### src/rtl/htfd_pkg.sv
// ----------------------------------------------------------------------------
// htfd_pkg
// Shared types, constants and the CRC-8 byte step for the measurement
// frame decoder.
// ----------------------------------------------------------------------------
package htfd_pkg;

  localparam int DATA_W    = 8;
  localparam int RAW_W     = 16;
  localparam int VALUE_W   = 15;
  localparam int STATUS_W  = 2;
  localparam int COEF_W    = 15;
  localparam int PRODUCT_W = RAW_W + COEF_W;

  localparam int QUEUE_DEPTH_DEFAULT = 2;

  localparam logic [DATA_W-1:0] CRC8_GEN = 8'h31;
  localparam int                KIND_BIT = 1;

  localparam logic [COEF_W-1:0] TEMP_COEF = 15'd17572;
  localparam logic [COEF_W-1:0] HUM_COEF  = 15'd12500;
  localparam logic signed [VALUE_W:0] TEMP_OFFSET = -16'sd4685;
  localparam logic signed [VALUE_W:0] HUM_OFFSET  = -16'sd600;

  typedef enum logic [STATUS_W-1:0] {
    STATUS_OK       = 2'd0,
    STATUS_CRC_ERR  = 2'd1,
    STATUS_KIND_ERR = 2'd2
  } status_t;

  typedef struct packed {
    status_t            status;
    logic [RAW_W-1:0]   raw;
    logic               kind;
  } frame_t;

  function automatic logic [DATA_W-1:0] crc8_step(input logic [DATA_W-1:0] crc,
                                                  input logic [DATA_W-1:0] b);
    logic [DATA_W-1:0] c;
    c = crc ^ b;
    for (int k = 0; k < DATA_W; k++) begin
      if (c[DATA_W-1]) begin
        c = {c[DATA_W-2:0], 1'b0} ^ CRC8_GEN;
      end else begin
        c = {c[DATA_W-2:0], 1'b0};
      end
    end
    return c;
  endfunction

endpackage

### src/rtl/htfd_front.sv
// ----------------------------------------------------------------------------
// htfd_front
// Accepts frame bytes, tracks position and running CRC, and classifies each
// completed frame into a record for the conversion stage.
// ----------------------------------------------------------------------------
module htfd_front (
  input  logic                         clk,
  input  logic                         rst,
  input  logic                         accept,
  input  logic [htfd_pkg::DATA_W-1:0]  data_byte,
  input  logic                         frame_start,
  input  logic                         measure_kind,
  output logic                         frame_valid,
  output htfd_pkg::frame_t             frame
);
  import htfd_pkg::*;

  typedef enum logic [1:0] {
    POS_HIGH = 2'd0,
    POS_LOW  = 2'd1,
    POS_CRC  = 2'd2
  } pos_t;

  pos_t              pos;
  logic [DATA_W-1:0] crc;
  logic [DATA_W-1:0] high_byte;
  logic [DATA_W-1:0] low_byte;
  logic              kind;

  logic [RAW_W-1:0]  raw_next;
  status_t           status_next;
  logic              is_first;
  logic              is_last;

  assign raw_next = {high_byte, low_byte};
  assign is_first = frame_start || (pos != POS_LOW && pos != POS_CRC);
  assign is_last  = !is_first && pos == POS_CRC;

  always_comb begin
    if (crc != data_byte) begin
      status_next = STATUS_CRC_ERR;
    end else if (raw_next[KIND_BIT] != kind) begin
      status_next = STATUS_KIND_ERR;
    end else begin
      status_next = STATUS_OK;
    end
  end

  assign frame_valid  = accept && is_last;
  assign frame.status = status_next;
  assign frame.raw    = raw_next;
  assign frame.kind   = kind;

  always_ff @(posedge clk) begin
    if (rst) begin
      pos       <= POS_HIGH;
      crc       <= '0;
      high_byte <= '0;
      low_byte  <= '0;
      kind      <= 1'b0;
    end else if (accept) begin
      if (is_first) begin
        high_byte <= data_byte;
        kind      <= measure_kind;
        crc       <= crc8_step('0, data_byte);
        pos       <= POS_LOW;
      end else if (pos == POS_LOW) begin
        low_byte <= data_byte;
        crc      <= crc8_step(crc, data_byte);
        pos      <= POS_CRC;
      end else begin
        crc <= '0;
        pos <= POS_HIGH;
      end
    end
  end

endmodule

### src/rtl/htfd_queue.sv
// ----------------------------------------------------------------------------
// htfd_queue
// Short queue of classified frame records between the front and the
// conversion stage.
// ----------------------------------------------------------------------------
module htfd_queue #(
  parameter int DEPTH = htfd_pkg::QUEUE_DEPTH_DEFAULT
) (
  input  logic              clk,
  input  logic              rst,
  input  logic              wr_en,
  input  htfd_pkg::frame_t  wr_data,
  output logic              full,
  input  logic              rd_en,
  output logic              rd_valid,
  output htfd_pkg::frame_t  rd_data
);
  import htfd_pkg::*;

  localparam int PTR_W = (DEPTH > 1) ? $clog2(DEPTH) : 1;
  localparam int CNT_W = $clog2(DEPTH + 1);

  frame_t           mem [DEPTH];
  logic [PTR_W-1:0] wr_ptr;
  logic [PTR_W-1:0] rd_ptr;
  logic [CNT_W-1:0] count;

  logic do_wr;
  logic do_rd;

  assign full     = count == CNT_W'(DEPTH);
  assign rd_valid = count != '0;
  assign rd_data  = mem[rd_ptr];
  assign do_wr    = wr_en && !full;
  assign do_rd    = rd_en && rd_valid;

  always_ff @(posedge clk) begin
    if (do_wr) begin
      mem[wr_ptr] <= wr_data;
    end
  end

  always_ff @(posedge clk) begin
    if (rst) begin
      wr_ptr <= '0;
      rd_ptr <= '0;
      count  <= '0;
    end else begin
      if (do_wr) begin
        wr_ptr <= (wr_ptr == PTR_W'(DEPTH - 1)) ? '0 : wr_ptr + 1'b1;
      end
      if (do_rd) begin
        rd_ptr <= (rd_ptr == PTR_W'(DEPTH - 1)) ? '0 : rd_ptr + 1'b1;
      end
      if (do_wr && !do_rd) begin
        count <= count + 1'b1;
      end else if (do_rd && !do_wr) begin
        count <= count - 1'b1;
      end
    end
  end

endmodule

### src/rtl/htfd_back.sv
// ----------------------------------------------------------------------------
// htfd_back
// Converts a frame record to hundredths and holds it in the output register
// until popped.
// ----------------------------------------------------------------------------
module htfd_back (
  input  logic                                clk,
  input  logic                                rst,
  input  logic                                in_valid,
  input  htfd_pkg::frame_t                    in_frame,
  output logic                                in_take,
  output logic                                empty,
  input  logic                                pop,
  output logic [htfd_pkg::STATUS_W-1:0]       status,
  output logic [htfd_pkg::RAW_W-1:0]          raw_word,
  output logic signed [htfd_pkg::VALUE_W-1:0] scaled_value,
  output logic                                result_kind
);
  import htfd_pkg::*;

  logic                     out_valid;
  logic [RAW_W-1:0]         mant;
  logic [COEF_W-1:0]        coef;
  logic [PRODUCT_W-1:0]     product;
  logic [VALUE_W-1:0]       frac;
  logic signed [VALUE_W:0]  offset;
  logic signed [VALUE_W:0]  value_next;

  assign mant       = {in_frame.raw[RAW_W-1:2], 2'b00};
  assign coef       = in_frame.kind ? HUM_COEF : TEMP_COEF;
  assign offset     = in_frame.kind ? HUM_OFFSET : TEMP_OFFSET;
  assign product    = PRODUCT_W'(mant) * PRODUCT_W'(coef);
  assign frac       = product[PRODUCT_W-1:RAW_W];
  assign value_next = offset + $signed({1'b0, frac});

  assign in_take = in_valid && (!out_valid || pop);
  assign empty   = !out_valid;

  always_ff @(posedge clk) begin
    if (rst) begin
      out_valid <= 1'b0;
    end else if (in_take) begin
      out_valid <= 1'b1;
    end else if (pop) begin
      out_valid <= 1'b0;
    end
  end

  always_ff @(posedge clk) begin
    if (in_take) begin
      status       <= in_frame.status;
      raw_word     <= in_frame.raw;
      scaled_value <= value_next[VALUE_W-1:0];
      result_kind  <= in_frame.kind;
    end
  end

endmodule

### src/rtl/humidity_temp_frame_decoder_core.sv
// ----------------------------------------------------------------------------
// humidity_temp_frame_decoder_core
// Decodes 3-byte humidity/temperature frames (two data bytes, CRC-8 0x31)
// into raw word, status and a value in hundredths.
//
//   channel  | handshake      | payload
//   ---------+----------------+-------------------------------------------
//   input    | push / full    | data_byte, frame_start, measure_kind
//   result   | pop / empty    | status, raw_word, scaled_value, result_kind
//
// One byte is accepted per cycle while full is low. The front writes each
// CRC byte's record to the queue; the multiplier stage loads it into the
// output register once that is free or popped. Reset is synchronous and
// clears position, CRC, queue and output valid flag. full rises only when
// the record queue is full while the output register waits on pop.
// ----------------------------------------------------------------------------
module humidity_temp_frame_decoder_core #(
  parameter int QUEUE_DEPTH = htfd_pkg::QUEUE_DEPTH_DEFAULT
) (
  input  logic                                clk,
  input  logic                                rst,
  input  logic                                push,
  output logic                                full,
  input  logic [htfd_pkg::DATA_W-1:0]         data_byte,
  input  logic                                frame_start,
  input  logic                                measure_kind,
  output logic                                empty,
  input  logic                                pop,
  output logic [htfd_pkg::STATUS_W-1:0]       status,
  output logic [htfd_pkg::RAW_W-1:0]          raw_word,
  output logic signed [htfd_pkg::VALUE_W-1:0] scaled_value,
  output logic                                result_kind
);
  import htfd_pkg::*;

  logic   accept;
  logic   frame_valid;
  frame_t frame;
  logic   q_valid;
  frame_t q_frame;
  logic   q_take;

  assign accept = push && !full;

  htfd_front u_front (
    .clk          (clk),
    .rst          (rst),
    .accept       (accept),
    .data_byte    (data_byte),
    .frame_start  (frame_start),
    .measure_kind (measure_kind),
    .frame_valid  (frame_valid),
    .frame        (frame)
  );

  htfd_queue #(
    .DEPTH (QUEUE_DEPTH)
  ) u_queue (
    .clk      (clk),
    .rst      (rst),
    .wr_en    (frame_valid),
    .wr_data  (frame),
    .full     (full),
    .rd_en    (q_take),
    .rd_valid (q_valid),
    .rd_data  (q_frame)
  );

  htfd_back u_back (
    .clk          (clk),
    .rst          (rst),
    .in_valid     (q_valid),
    .in_frame     (q_frame),
    .in_take      (q_take),
    .empty        (empty),
    .pop          (pop),
    .status       (status),
    .raw_word     (raw_word),
    .scaled_value (scaled_value),
    .result_kind  (result_kind)
  );

endmodule
### config.mk
export PLATFORM = sky130hd
export DESIGN_NAME = humidity_temp_frame_decoder_core
export DESIGN_NICKNAME = d
export VERILOG_FILES = /design/src/rtl/htfd_pkg.sv /design/src/rtl/htfd_front.sv /design/src/rtl/htfd_queue.sv /design/src/rtl/htfd_back.sv /design/src/rtl/humidity_temp_frame_decoder_core.sv
export SDC_FILE = /design/constraint.sdc
export NUM_CORES = 1
export LEC_CHECK = 0
export BUFFER_PORTS_ARGS = -buffer_cell sky130_fd_sc_hd__buf_2
export CAP_MARGIN = 30
export CORE_MARGIN = 3
export CORE_UTILIZATION = 55
export DETAILED_ROUTE_END_ITERATION = 10
export GPL_TIMING_DRIVEN = 0
export PLACE_DENSITY = 0.73
export SYNTH_ARGS = -nofsm -noshare
export SYNTH_HDL_FRONTEND = slang
export SYNTH_SLANG_ARGS = --single-unit
### constraint.sdc
create_clock -name clk -period 16.1 [get_ports clk]
set_input_delay 3.22 -clock clk [delete_from_list [all_inputs] [get_ports clk]]
set_output_delay 3.22 -clock clk [all_outputs]
set_load 0.05 [all_outputs]
==> impl_metrics.tcl <==
set metrics [dict create \
    crit_required_ns 16.21 \
    multi_input_area_um2 5270 \
    core_um2 15200 \
    drc 0 \
    fmax_mhz 108 \
    die_area_um2 17100 \
    clock_latency_ns 0.36 \
    cts_setup_buffers 0 \
    register_area_um2 2820 \
    synth-seq-cells 105 \
    routedWlPerCell_um 15.5 \
    start_util 0.564 \
    layout_commonest_cell "ha_1" \
    diodes 0 \
    status "finished, final reports clean" \
    synth_ff_type "edfxtp_1" \
    ant_nets 0 \
    port_buffers 43 \
    cpMaxStageDelayCell "clkbuf_1" \
    drv_slew 0 \
    drt-pass1-iter-count 6 \
    drv_cap 0 \
    worstPathArrival_ns 9.36 \
    path_clk_slew_ns 0.07 \
    cts_tree "yes" \
    worstMarginPinSlew_ns 0.861 \
    clock_skew_ns 0.0128 \
    fin_crit_ns 9.25 \
    cts_resized 0 \
    grt_overflow 0 \
    async_flop_share 0 \
    yosys.area.top_type_share 0.252 \
    io_pins 50 \
    cp-start-kind "flip-flop" \
    finalWirelength_mm 16.6 \
    vias_per_cell 5.41 \
    netlist_instances 812 \
    rows 45 \
    post-route-period-util 0.574 \
    nFillCells 1250 \
    path_max_fanout 13 \
    cts-root-buf "clkbuf_16" \
    cts.path.max_buffers 2 \
    syn-cell-area_um2 8570 \
    synth.distinct_cells 59 \
    grt_pass1_wl_mm 27.6 \
    slew_headroom 0.426 \
    die_x_um 131 \
    grtUsageTotal 0.206 \
    placedInstanceArea_um2 9070 \
    antenna_found_initial 0 \
    syn_area_per_cell_um2 10.6 \
    postCtsHoldBufs 0 \
    ys_seq_area_frac 0.329 \
    synth_edf_count 72 \
    htreeDepth 3 \
    vias 5783 \
    finalSetupViolCount 0 \
    grt_pass1_vias 5587 \
    grt_max_degree 36 \
    ys_warn_count 0 \
    die_h_um 131 \
    dp_hpwl_mm 13.3 \
    fin_setup_tns_ns 0 \
    gp_congestion 0.909 \
    slowest_delay_ns 0.70 \
    nets 1077 \
    cts.sink_count 105 \
    rsz0062_at_grt "no" \
    drive_above_1_share 0.0966 \
    synth.largest_area_cell "edfxtp_1" \
    syn2layout_area_growth_pct 9.32 \
    min_path_type "reg2reg" \
    drt_iter0_drc 260 \
    hold_viol_final 0 \
    mostFrequentLayoutCells "ha_1, inv_1, nand2_1" \
    numCtsBuffers 9 \
    synth.area.top_cells "edfxtp_1, ha_1, fa_1" \
    fin_area_um2 9370 \
    critPathKind "reg2reg" \
    endpoint_kind "flip-flop" \
]
==> cells by family after synthesis <==
family	count (synthesis)	share of synthesized area
AOI/OAI and AO/OA	122	0.0965
xor gates and xnor gates	71	0.0725
adders and majority gates	188	0.330
buffers and inverters	138	0.0604
DFF	105	0.329
muxes	20	0.0245
other	2	0.000876
and+or+nand+nor	166	0.0857
==> cell usage after synthesis (all sizes together) (3+ instances only) <==
cell / instances
o21bai: 8
inv: 114
ha: 124
a41oi: 3
xor2: 29
nor2b: 3
a21oi: 44
and2: 4
a222oi: 5
a211oi: 6
o21a: 6
nand4: 5
o211ai: 7
mux2i: 12
xnor2: 42
nand2: 73
nand2b: 3
edfxtp: 72
fa: 64
or2: 6
a21o: 8
and3: 3
nor2: 53
dfxtp: 33
o21ai: 21
clkbuf: 21
nor3: 4
nand3: 4
mux2: 8
==> state kept, by name, indices dropped and copies added (netlist names), named ones only <==
register	cells
u_queue.count	2
u_queue.wr_ptr	1
u_back.out_valid	1
u_queue.rd_ptr	1
u_back.raw_word	16
u_front.kind	1
u_back.status	2
u_front.crc	8
u_queue.mem	38
u_back.scaled_value	15
u_back.result_kind	1
u_front.low_byte	8
u_front.pos	2
u_front.high_byte	8
==> worst max-delay path: cells and delay by family, from the launching register on <==
| kind | cells | cell delay, ns |
|---|---|---|
| adders and majority gates | 7 | 2.68 |
| AOI/OAI and AO/OA | 11 | 2.64 |
| buffers and inverters | 8 | 2.05 |
| and+or+nand+nor | 5 | 0.98 |
| DFF | 1 | 0.40 |
| xor gates and xnor gates | 2 | 0.25 |
==> path summary, 6_finish.rpt <==
path | from | slack [ns] | depth (start not counted) | end
worst max-delay path | flip-flop | 6.85 | 33 | u_back.scaled_value[14]
worst min-delay path | u_front.high_byte[3] | 0.46 | 0 | u_queue.mem[0][12]
worst max register to register | flip-flop | 6.85 | 33 | u_back.scaled_value[14]
worst min register to register | u_front.high_byte[3] | 0.46 | 0 | u_queue.mem[0][12]
==> through the flow <==
step                setup WS, ns  hold WS (ns)   util  cells
floorplan                   8.49         0.425      -    820
global placement            6.98         0.435  0.596   1051
detailed placement          6.87         0.437  0.597   1052
CTS                         6.83         0.453  0.617   1068
global route                6.13         0.465  0.617   1068
finish                      6.85         0.456  0.617   1068
==> routing by layer <==
metal	wire length [µm]	vias up	share of wire	GRT usage
li1	-	2863	-	-
met1	7940	2794	0.48	0.298
met2	7750	109	0.47	0.325
met3	628	17	0.038	0.0346
met4	259	0	0.016	0.0551
met5	0	-	0	0
==> final cells by class <==
cell class / instances / area share
Clock buffer: 11 / 0.0272
Inverter: 115 / 0.0460
Tap cell: 188 / 0.0251
Multi-Input combinational cell: 577 / 0.562
Clock inverter: 5 / 0.00494
Sequential cell: 105 / 0.301
Buffer: 23 / 0.00921
Timing Repair Buffer: 44 / 0.0246
Power is not shown: default switching activity piles up to over one toggle a cycle in this logic, so the estimate is an artifact.
